`config.mk`:
```
export PLATFORM = sky130hd
export DESIGN_NAME = wsw_div
export DESIGN_NICKNAME = d
export VERILOG_FILES = /design/src/rtl/wsw_pkg.sv /design/src/rtl/wsw_div.sv
export SDC_FILE = /design/constraint.sdc
export NUM_CORES = 1
export LEC_CHECK = 0
export BUFFER_PORTS_ARGS = -buffer_cell sky130_fd_sc_hd__buf_2
export CAP_MARGIN = 10
export CORE_MARGIN = 2
export CORE_UTILIZATION = 51
export CTS_BUF_LIST = sky130_fd_sc_hd__clkbuf_4 sky130_fd_sc_hd__clkbuf_8
export DETAILED_ROUTE_END_ITERATION = 10
export PLACE_DENSITY = 0.82
export SLEW_MARGIN = 30
export SYNTH_ARGS = -nofsm -noshare
export SYNTH_HDL_FRONTEND = slang
export SYNTH_SLANG_ARGS = --single-unit
```
`constraint.sdc`:
```
create_clock -name clk -period 4.68 [get_ports clk]
set_input_delay 0 -clock clk [delete_from_list [all_inputs] [get_ports clk]]
set_output_delay 0 -clock clk [all_outputs]
set_load 0.03 [all_outputs]
```
`src/rtl/wsw_pkg.sv`:
```
`timescale 1ns / 1ps
`default_nettype none

package wsw_pkg;

  // field and state widths
  localparam int AddrW    = 32;
  localparam int PageW    = 21;
  localparam int WinW     = 11;
  localparam int PosW     = 10;
  localparam int CntW     = 32;
  localparam int TagW     = 32;

  // tag store
  localparam int MaxWindow = 1024;
  localparam int TagAw     = $clog2(MaxWindow);

  // serial divider
  localparam int DivSteps = AddrW;
  localparam int DivCntW  = $clog2(DivSteps);

  // configuration port
  localparam int CfgIdxW  = 1;
  localparam int CfgDataW = PageW;

  localparam logic [CfgIdxW-1:0] REG_PAGE_SIZE   = 1'b0;
  localparam logic [CfgIdxW-1:0] REG_WINDOW_SIZE = 1'b1;

  localparam logic [PageW-1:0] PageSizeReset   = 21'd4096;
  localparam logic [WinW-1:0]  WindowSizeReset = 11'd1024;

  typedef enum logic [2:0] {
    ST_IDLE,
    ST_DIV,
    ST_CHECK,
    ST_EMIT_WIN,
    ST_SCAN,
    ST_APPEND,
    ST_EMIT_END
  } state_t;

endpackage

`default_nettype wire

```
`src/rtl/wsw_div.sv`:
```
`timescale 1ns / 1ps
`default_nettype none

// restoring divider, one quotient bit per cycle
module wsw_div (
  input  wire logic                          clk,
  input  wire logic                          rst,
  input  wire logic                          start,
  input  wire logic [wsw_pkg::AddrW-1:0]     dividend,
  input  wire logic [wsw_pkg::PageW-1:0]     divisor,
  output logic                               done,
  output logic [wsw_pkg::AddrW-1:0]          quotient
);

  logic                          busy;
  logic [wsw_pkg::DivCntW-1:0]   count;
  logic [wsw_pkg::PageW-1:0]     rem;
  logic [wsw_pkg::PageW-1:0]     dvs;
  logic [wsw_pkg::AddrW-1:0]     quo;

  logic [wsw_pkg::PageW:0]       rem_sh;
  logic [wsw_pkg::PageW:0]       diff;
  logic                          ge;

  assign rem_sh   = {rem, quo[wsw_pkg::AddrW-1]};
  assign diff     = rem_sh - {1'b0, dvs};
  assign ge       = (rem_sh >= {1'b0, dvs});
  assign quotient = quo;

  always_ff @(posedge clk) begin
    if (rst) begin
      busy <= 1'b0;
      done <= 1'b0;
    end else begin
      done <= 1'b0;
      if (start) begin
        busy  <= 1'b1;
        count <= '0;
        rem   <= '0;
        dvs   <= divisor;
        quo   <= dividend;
      end else if (busy) begin
        // remainder stays below the divisor, so the low bits hold it
        rem   <= ge ? diff[wsw_pkg::PageW-1:0] : rem_sh[wsw_pkg::PageW-1:0];
        quo   <= {quo[wsw_pkg::AddrW-2:0], ge};
        count <= count + 1'b1;
        if (count == wsw_pkg::DivCntW'(wsw_pkg::DivSteps - 1)) begin
          busy <= 1'b0;
          done <= 1'b1;
        end
      end
    end
  end

endmodule

`default_nettype wire

```
* Word level (Yosys, flattened, before mapping) *
Index checks and enable logic that the tools add are counted.

operators by class
  add/sub/neg operators = 2
  order comparisons = 1
  equality and inequality tests = 1
  muxes and demuxes = 9
  bitwise logic cells = 2
  reductions and logical operators = 4

operators by type and width
  cell                                                            number
  32-bit two-way mux                                              2
  21-bit two-way mux                                              2
  22-bit by 21-bit greater-or-equal comparator with 1-bit output  1
  21-bit subtractor                                               1
  5-bit by 1-bit adder with 5-bit output, second input constant   1
  5-bit equality test, second input constant                      1
  5-bit two-way mux                                               1
  1-bit two-way mux                                               4
  2-bit AND reduction                                             2
  3-bit OR reduction                                              1
  1-bit inverter                                                  2
  2-bit nonzero test                                              1

storage, ports and cells
  bits in registers = 81
  input port bits = 56

* Logic depth before layout (Yosys ltp) *
Gate-level depths: netlist (run 1).

  depth after elaboration = 4
  mapped depth = 12
  mapped depth without buffers = 11

* Worst setup path after synthesis (run 1) *
No wires, ideal clock.

  kind = input port to flip-flop
  start = input start
  end = register count[0] in the netlist's numbering (enable)
  setup time = 474 ps
  data arrival time = 3111 ps
  data required time = 4206 ps
  slack = 1095 ps
  stages on the path = 4
  buffers on the path = 2
  cells stage by stage = clkbuf_1 > clkbuf_1 > nor2_1 > nor2_1

on the way
  cells in the longest elaborated chain, start to end = 2

ends and longest elaborated chain
  item                           line           text
  start, declared                wsw_div.sv:8   input wire logic start,
  2-bit nonzero test (no line)   n/a
  2-bit AND reduction (no line)  n/a
  end signal, assigned           wsw_div.sv:46  count <= count + 1'b1;
  end, declared                  wsw_div.sv:16  logic [wsw_pkg::DivCntW-1:0] count;

No other way between the ends.
A chain may end at the register's enable or synchronous reset.

* Worst setup path in the final report (run 1) *
  start = register quo, in the netlist quotient[31]
  end = register rem[12] in the netlist's numbering (data pin)

on the way
  cells in the longest elaborated chain, start to end = 3

ends and longest elaborated chain
  item                                                                                                 line                          text
  start, declared                                                                                      wsw_div.sv:19                 logic [wsw_pkg::AddrW-1:0] quo;
  start signal, assigned                                                                               wsw_div.sv:41                 quo <= dividend;
  start signal, assigned                                                                               wsw_div.sv:45                 quo <= {quo[wsw_pkg::AddrW-2:0], ge};
  21-bit subtractor or 22-bit by 21-bit greater-or-equal comparator with 1-bit output (tied branches)  wsw_div.sv:26, wsw_div.sv:27
  21-bit two-way mux (*)                                                                               wsw_div.sv:44                 rem <= ge ? diff[wsw_pkg::PageW-1:0] : rem_sh[wsw_pkg::PageW-1:0];
  21-bit two-way mux (*)                                                                               wsw_div.sv:42                 end else if (busy) begin
  end signal, assigned                                                                                 wsw_div.sv:44
  end, declared                                                                                        wsw_div.sv:17                 logic [wsw_pkg::PageW-1:0] rem;

Every way passes the cells marked *; elsewhere a longest branch is shown, timed or not. The select of a mux whose other input is x is not followed.

==> summary.txt, run 1 <==
Routing
  • Vias: 3401
  • TritonRoute pass-1 iters: 5
  • Drt drc: 0
  • DRT iter0 DRCs: 145
  • Drt wl/cell: 16.9 um
  • Final WL: 10400 um
  • Antenna Nets Post-Route: 0
  • Vias/cell: 5.51

Die
  • Num ports: 89
  • Die Y: 96.8 um
  • Die area: 0.00937 mm^2
  • Row Count: 33
  • Die width: 96.8 um
  • Core area: 0.00830 mm^2
  • Starting density of the core: 0.529

STA
  • Fin. max-slew vios: 0
  • Setup Skew: 0.0114 ns
  • Final setup viols: 0
  • Endpoints failing hold: 0
  • Slew headroom: 0.480
  • Fin crit period: 3.14 ns
  • Fmax: 319 MHz
  • Worst slew pin tran: 0.778 ns
  • Unrepaired setup endpoints after global routing: false
  • Fin crit share: 0.671
  • Setup TNS: 0 ns

Run
  • Max cap viols: 0

Final layout
  • Commonest non-fill, non-tap cell in the layout: buf_2
  • Antenna cells: 0
  • Share of layout cells above drive strength 1: 0.283
  • Layout Nets: 587
  • Synthesis-to-layout area growth: 29.2%
  • Filler Cell Count: 569
  • Most frequent cells in the layout: 88 x buf_2, 79 x edfxtp_1, 54 x dlygate4sd3_1

Setup path
  • Slowest stage delay, CP: 0.62 ns
  • Startpoint types: flop
  • Crit-path most repeated cell: inv_1
  • Critical Path AT: 3.23 ns
  • Reg2reg start: quotient[31]$_DFFE_PP_
  • Max FO, Critical Path: 24
  • R2R depth: 11
  • RR Endpoint: rem[12]$_SDFFCE_PP0P_
  • CP Data Required Time: 4.77 ns
  • R2R Setup Slk: 1.54 ns
  • Slowest-stage cell, CP: nor2_4
  • Crit Path Class: flop to flop
  • CP endpoint kind: flop
  • Crit path cell chain: inv_1 > ha_1 > inv_1 > fa_1 > a21oi_1 > o211ai_1 > nand3_1 > a31oi_4 > nor2_4 > mux2i_1 > nor2_1

Power and ir drop
  • P per Cell Area: 342 mW/mm^2
  • Net Switching: 0.593 mW
  • Static leakage: 2.31 nW
  • Sw Share: 0.306
  • Internal Power: 1.35 mW
  • Sequential power share: 0.466
  • VDD IR max: 0.297 mV
  • Clk pwr share: 0.268
  • Power Total: 1.94 mW
  • Power share of the combinational group: 0.266

Synth
  • Syn avg cell area: 12.1 um^2
  • Sequential area share after synthesis: 0.549
  • Mapped Cells: 364
  • Synth area leader: edfxtp_1
  • Synth area leaders: edfxtp_1 54%, mux2_2 8.0%, ha_1 6.6%
  • YS warnings: 0
  • Library cells used by synthesis: 49
  • Synth Register Bits: 81
  • Synthesized net count: 444
  • Mapped Area: 0.00439 mm^2
  • Synth top area share: 0.540
  • Post-synth ARST share: 0
  • Post-synth EDFFs: 79
  • Top_reg_cell synth: edfxtp_1

Clock tree
  • CTS Buf Count: 9
  • Max H-tree Level: 3
  • Clock sink count: 81
  • Clock root cell: clkbuf_8
  • Skew-Pair Late Insertion Delay: 0.36 ns
  • Clk buf depth: 2
  • Clock transition at path regs: 0.09 ns
  • TritonCTS clock tree: done

Global routing
  • Overall routing resource usage: 0.224
  • Initial antenna violation count: 0
  • Largest net degree at the start of global routing: 54
  • First-pass GRT wire length: 16700 um
  • Number of global-route vias before repair: 3535
  • Total grt overflow: 0

Min path
  • Worst Hold Launch: start
  • Endpoint, Worst Hold: busy$_SDFF_PP0_
  • Worst hold stages: 3
  • Hold WC Path Type: input pin to flop

Placed design
  • Port Buf Inserts: 88
  • Detailed-placement wirelength estimate: 6670 um
  • RD Place Congestion: 0.913

Run status
  • Status: completed
[repair_timing]
action                                 in CTS  in global routing
hold buffers                               54                  0
gates resized for setup                     0                  0
setup endpoints to repair                   0                  0
setup buffers                               0                  0
endpoints found under the hold margin      55                  0
[cell type report]
cell class / count / area [um^2] / area share
clock buffer: 9 / 124 / 0.0218
clock inverter: 7 / 77.6 / 0.0137
inverter: 27 / 101 / 0.0179
multi-input combinational: 244 / 1830 / 0.323
sequential: 81 / 2410 / 0.425
tap: 105 / 131 / 0.0232
timing repair buffer: 144 / 996 / 0.176
[sequential cells by signal, indices dropped and copies added (netlist names)]
| signal | flops |
|---|---|
| quotient | 32 |
| dvs | 21 |
| rem | 21 |
| count | 5 |
| busy | 1 |
| done | 1 |
[cell families (layout without fill, tap and decap cells)]
kind of cell    after synthesis  in the layout  share of synthesized area
compound gates               74             74                      0.109
xor+xnor                     18             18                     0.0359
fa+ha+maj                    24             24                     0.0701
buf+inv                      39            187                     0.0370
flops                        81             81                      0.549
mux                          43             43                      0.107
simple gates                 85             85                     0.0915
[power groups by stage]
| stage | registers [mW] | clock network [mW] | logic, mW |
|---|---|---|---|
| after floorplan | 0.947 | 0 | 0.324 |
| after global placement | 0.914 | 0 | 0.454 |
| after detailed placement | 0.917 | 0 | 0.467 |
| after CTS | 0.901 | 0.525 | 0.506 |
| after global routing | 0.909 | 0.555 | 0.563 |
| final | 0.903 | 0.520 | 0.515 |
[layer usage]
metal  part of all wire  GRT usage
met5                  0          0
met4              0.028     0.0953
met2               0.47      0.371
met1               0.42      0.276
met3              0.076     0.0600
[critical path: cells and delay by family (launching register included)]
kind,cells,cell delay [ns]
buffers and inverters,2,0.17
and+or+nand+nor,3,0.90
adders and majority gates,2,0.58
DFF,1,0.41
AOI/OAI and AO/OA,3,0.51
muxes,1,0.30
[worst max path at each step]
stage / from / endpoint / slack (ns) / cells after the start
2_1_floorplan: start / count[0]$_SDFFCE_PP0P_ / 1.09 / 4
6_report: quotient[31]$_DFFE_PP_ / rem[12]$_SDFFCE_PP0P_ / 1.54 / 11
5_1_grt: quotient[31]$_DFFE_PP_ / rem[12]$_SDFFCE_PP0P_ / 1.34 / 11
4_1_cts: quotient[31]$_DFFE_PP_ / rem[1]$_SDFFCE_PP0P_ / 1.58 / 11
3_5_place_dp: quotient[31]$_DFFE_PP_ / rem[1]$_SDFFCE_PP0P_ / 1.58 / 11
3_3_place_gp: quotient[31]$_DFFE_PP_ / rem[1]$_SDFFCE_PP0P_ / 1.76 / 11
[per-stage QoR]
stage,setup slack [ns],instance area [um^2],instances,hold slack (ns),utilization
global placement,1.76,4930,547,0.177,0.594
CTS,1.58,5670,617,0.268,0.684
floorplan,1.09,4390,364,0.0728,-
global route,1.34,5670,617,0.327,0.684
detailed placement,1.58,4930,547,0.178,0.594
finish,1.54,5670,617,0.281,0.684
[synthesized netlist by cell type, types with 6 or more instances]
cell and count:
a21oi_1 26, mux2_2 31, clkbuf_1 8, edfxtp_1 79
nand3_1 15, ha_1 23, inv_1 27, nand2_1 24
nor2_1 27, mux2i_1 12, o21ai_0 19, xnor2_1 12
xor2_1 6
No activity file was read; power rests on OpenSTA's default activity.
==> inputs of run 2 (changes only) <==
==> constraint.sdc (replaced) <==
create_clock -name clk -period 3.2 [get_ports clk]
set_input_delay 0 -clock clk [delete_from_list [all_inputs] [get_ports clk]]
set_output_delay 0 -clock clk [all_outputs]
set_load 0.03 [all_outputs]
==> run 2 against run 1 <==
Clock skew grew 0.0036 ns. Non-clock buffer count increased by 3. Register-to-register slack lost 1.3 ns. Die area unchanged. Cell area hardly changed. Wire length grew 5.2%. Global-route usage rose by 1.2 points. Sequential share of layout area hardly changed. Total power increased by 45%. Hold slack lost 0.16 ns. Sequential power up 46%.
==> summary.txt, run 2 (synthesis results as in run 1) <==
Min path
  • Worst hold stages: 2
  • Hold WC Path Type: input pin to flop
  • Endpoint, Worst Hold: rem[19]$_SDFFCE_PP0P_
  • Worst Hold Launch: start

Die
  • Num ports: 89
  • Die width: 96.8 um
  • Core area: 0.00830 mm^2
  • Die area: 0.00937 mm^2
  • Starting density of the core: 0.529
  • Row Count: 33
  • Die Y: 96.8 um

Clock tree
  • Clk buf depth: 2
  • Clock transition at path regs: 0.10 ns
  • TritonCTS clock tree: done
  • Clock root cell: clkbuf_8
  • Clock sink count: 81
  • Skew-Pair Late Insertion Delay: 0.37 ns
  • CTS Buf Count: 9
  • Max H-tree Level: 3
  • Setup repair bufs after CTS: 0
  • Resize count post-CTS: 0

STA
  • Worst slew pin tran: 0.828 ns
  • Endpoints failing hold: 0
  • Unrepaired setup endpoints after global routing: false
  • Final setup viols: 0
  • Setup TNS: 0 ns
  • Hold_ws: 0.117 ns
  • Setup Skew: 0.0150 ns
  • Fin crit period: 2.93 ns
  • Fin crit share: 0.915
  • Fin. max-slew vios: 0
  • Slew headroom: 0.447
  • Fmax: 342 MHz
  • Worst setup margin: 0.273 ns

Setup path
  • Slowest stage delay, CP: 0.45 ns
  • Crit path cell chain: inv_1 > ha_1 > inv_1 > fa_1 > a21oi_1 > o211ai_1 > nand3_1 > a31oi_4 > nor2_4 > mux2i_1 > nor2_1
  • Startpoint types: flop
  • Kind of cell adding the most delay to the critical path: simple AND/OR/NAND/NOR gates
  • Slowest-stage cell, CP: nor2_4
  • Reg2reg start: quotient[31]$_DFFE_PP_
  • Crit Path Class: flop to flop
  • Buf/Inv on CP: 2
  • R2R depth: 11
  • Critical Path AT: 3.02 ns
  • Max FO, Critical Path: 12
  • CP endpoint kind: flop
  • R2R Setup Slk: 0.27 ns
  • RR Endpoint: rem[4]$_SDFFCE_PP0P_
  • Crit-path most repeated cell: inv_1
  • CP Data Required Time: 3.29 ns

Final layout
  • Most frequent cells in the layout: 88 x buf_2, 79 x edfxtp_1, 54 x dlygate4sd3_1
  • Filler Cell Count: 579
  • Layout Nets: 591
  • Share of layout cells above drive strength 1: 0.291
  • Post-route design area: 0.00568 mm^2
  • Commonest non-fill, non-tap cell in the layout: buf_2
  • Synthesis-to-layout area growth: 29.3%
  • Layout Cells excl Fill: 621
  • Antenna cells: 0
  • Max reg flops: 32

Placed design
  • Port Buf Inserts: 88
  • Post-placement cell area: 0.00495 mm^2
  • DP Worst Slack: 0.190 ns
  • Detailed-placement wirelength estimate: 6670 um
  • Dpl cells: 550
  • RD Place Congestion: 0.956

Power and ir drop
  • Clk pwr share: 0.257
  • Internal Power: 1.90 mW
  • Net Switching: 0.902 mW
  • Power share of the combinational group: 0.273
  • Sequential power share: 0.470
  • P per Cell Area: 494 mW/mm^2
  • Sw Share: 0.321
  • Static leakage: 2.31 nW
  • VDD IR max: 0.286 mV

Routing
  • Drt wl/cell: 17.6 um
  • TritonRoute pass-1 iters: 8
  • Vias/cell: 5.68
  • Vias: 3526
  • Final WL: 11000 um
  • DRT iter0 DRCs: 292
  • Antenna Nets Post-Route: 0
  • Drt drc: 0

Global routing
  • Total grt overflow: 0
  • Number of global-route vias before repair: 3621
  • Largest net degree at the start of global routing: 48
  • Initial antenna violation count: 0
  • First-pass GRT wire length: 17700 um
  • Overall routing resource usage: 0.235

Run
  • Max cap viols: 0

Run status
  • Status: completed
-- run 2: changes by cell type in the layout (fill, tap and decap cells not counted), sizes merged --
| cell | before | now |
|---|---|---|
| bufinv | 1 | 0 |
| clkinv | 4 | 1 |
| clkinvlp | 0 | 3 |
| buf | 90 | 93 |
| nor2 | 28 | 29 |
| clkbuf | 9 | 10 |
-- run 2: how the worst max path moves through the flow --
stage	startpoint	endpoint	slack [ns]	depth (start not counted)
3_3_place_gp	quotient[31]$_DFFE_PP_	rem[9]$_SDFFCE_PP0P_	0.25	11
3_5_place_dp	quotient[31]$_DFFE_PP_	rem[4]$_SDFFCE_PP0P_	0.19	11
4_1_cts	quotient[31]$_DFFE_PP_	rem[8]$_SDFFCE_PP0P_	0.17	11
2_1_floorplan	quotient[31]$_DFFE_PP_	rem[3]$_SDFFCE_PP0P_	0.49	12
5_1_grt	quotient[31]$_DFFE_PP_	rem[11]$_SDFFCE_PP0P_	0.08	11
6_report	quotient[31]$_DFFE_PP_	rem[4]$_SDFFCE_PP0P_	0.27	11
-- run 2: stage by stage --
step | total power, mW | utilization
after floorplan | 1.86 | -
after CTS | 2.78 | 0.683
after global routing | 2.93 | 0.684
final | 2.81 | 0.684
after global placement | 2.01 | 0.596
after detailed placement | 2.03 | 0.596
-- run 2: timing repair --
item,4_1_cts,5_1_grt
endpoints found under the hold margin,55,0
endpoints found under the setup margin,0,11
hold buffers,54,0
-- run 2: routing by layer --
metal / up-vias / wire [um] / share of wire / GRT usage
met5: - / 0 / 0 / 0
met3: 41 / 914 / 0.083 / 0.0708
met2: 180 / 5130 / 0.47 / 0.384
met4: 0 / 365 / 0.033 / 0.0834
li1: 1641 / - / - / -
met1: 1664 / 4550 / 0.42 / 0.299
-- run 2: power groups by stage --
stage          Clock [mW]  Sequential [mW]  Combinational, mW
6_report            0.721             1.32              0.767
5_1_grt             0.767             1.33              0.834
4_1_cts             0.719             1.32              0.746
3_5_place_dp            0             1.34              0.688
3_3_place_gp            0             1.34              0.676
2_1_floorplan           0             1.38              0.474
-- run 2: area by class of cell --
type | instances | area (um^2) | share of cell area
Clock inverter | 6 | 51.3 | 0.00903
Timing Repair Buffer | 147 | 1020 | 0.179
Tap cell | 105 | 131 | 0.0231
Sequential cell | 81 | 2410 | 0.425
Inverter | 27 | 101 | 0.0178
Clock buffer | 10 | 131 | 0.0231
Multi-Input combinational cell | 245 | 1830 | 0.323
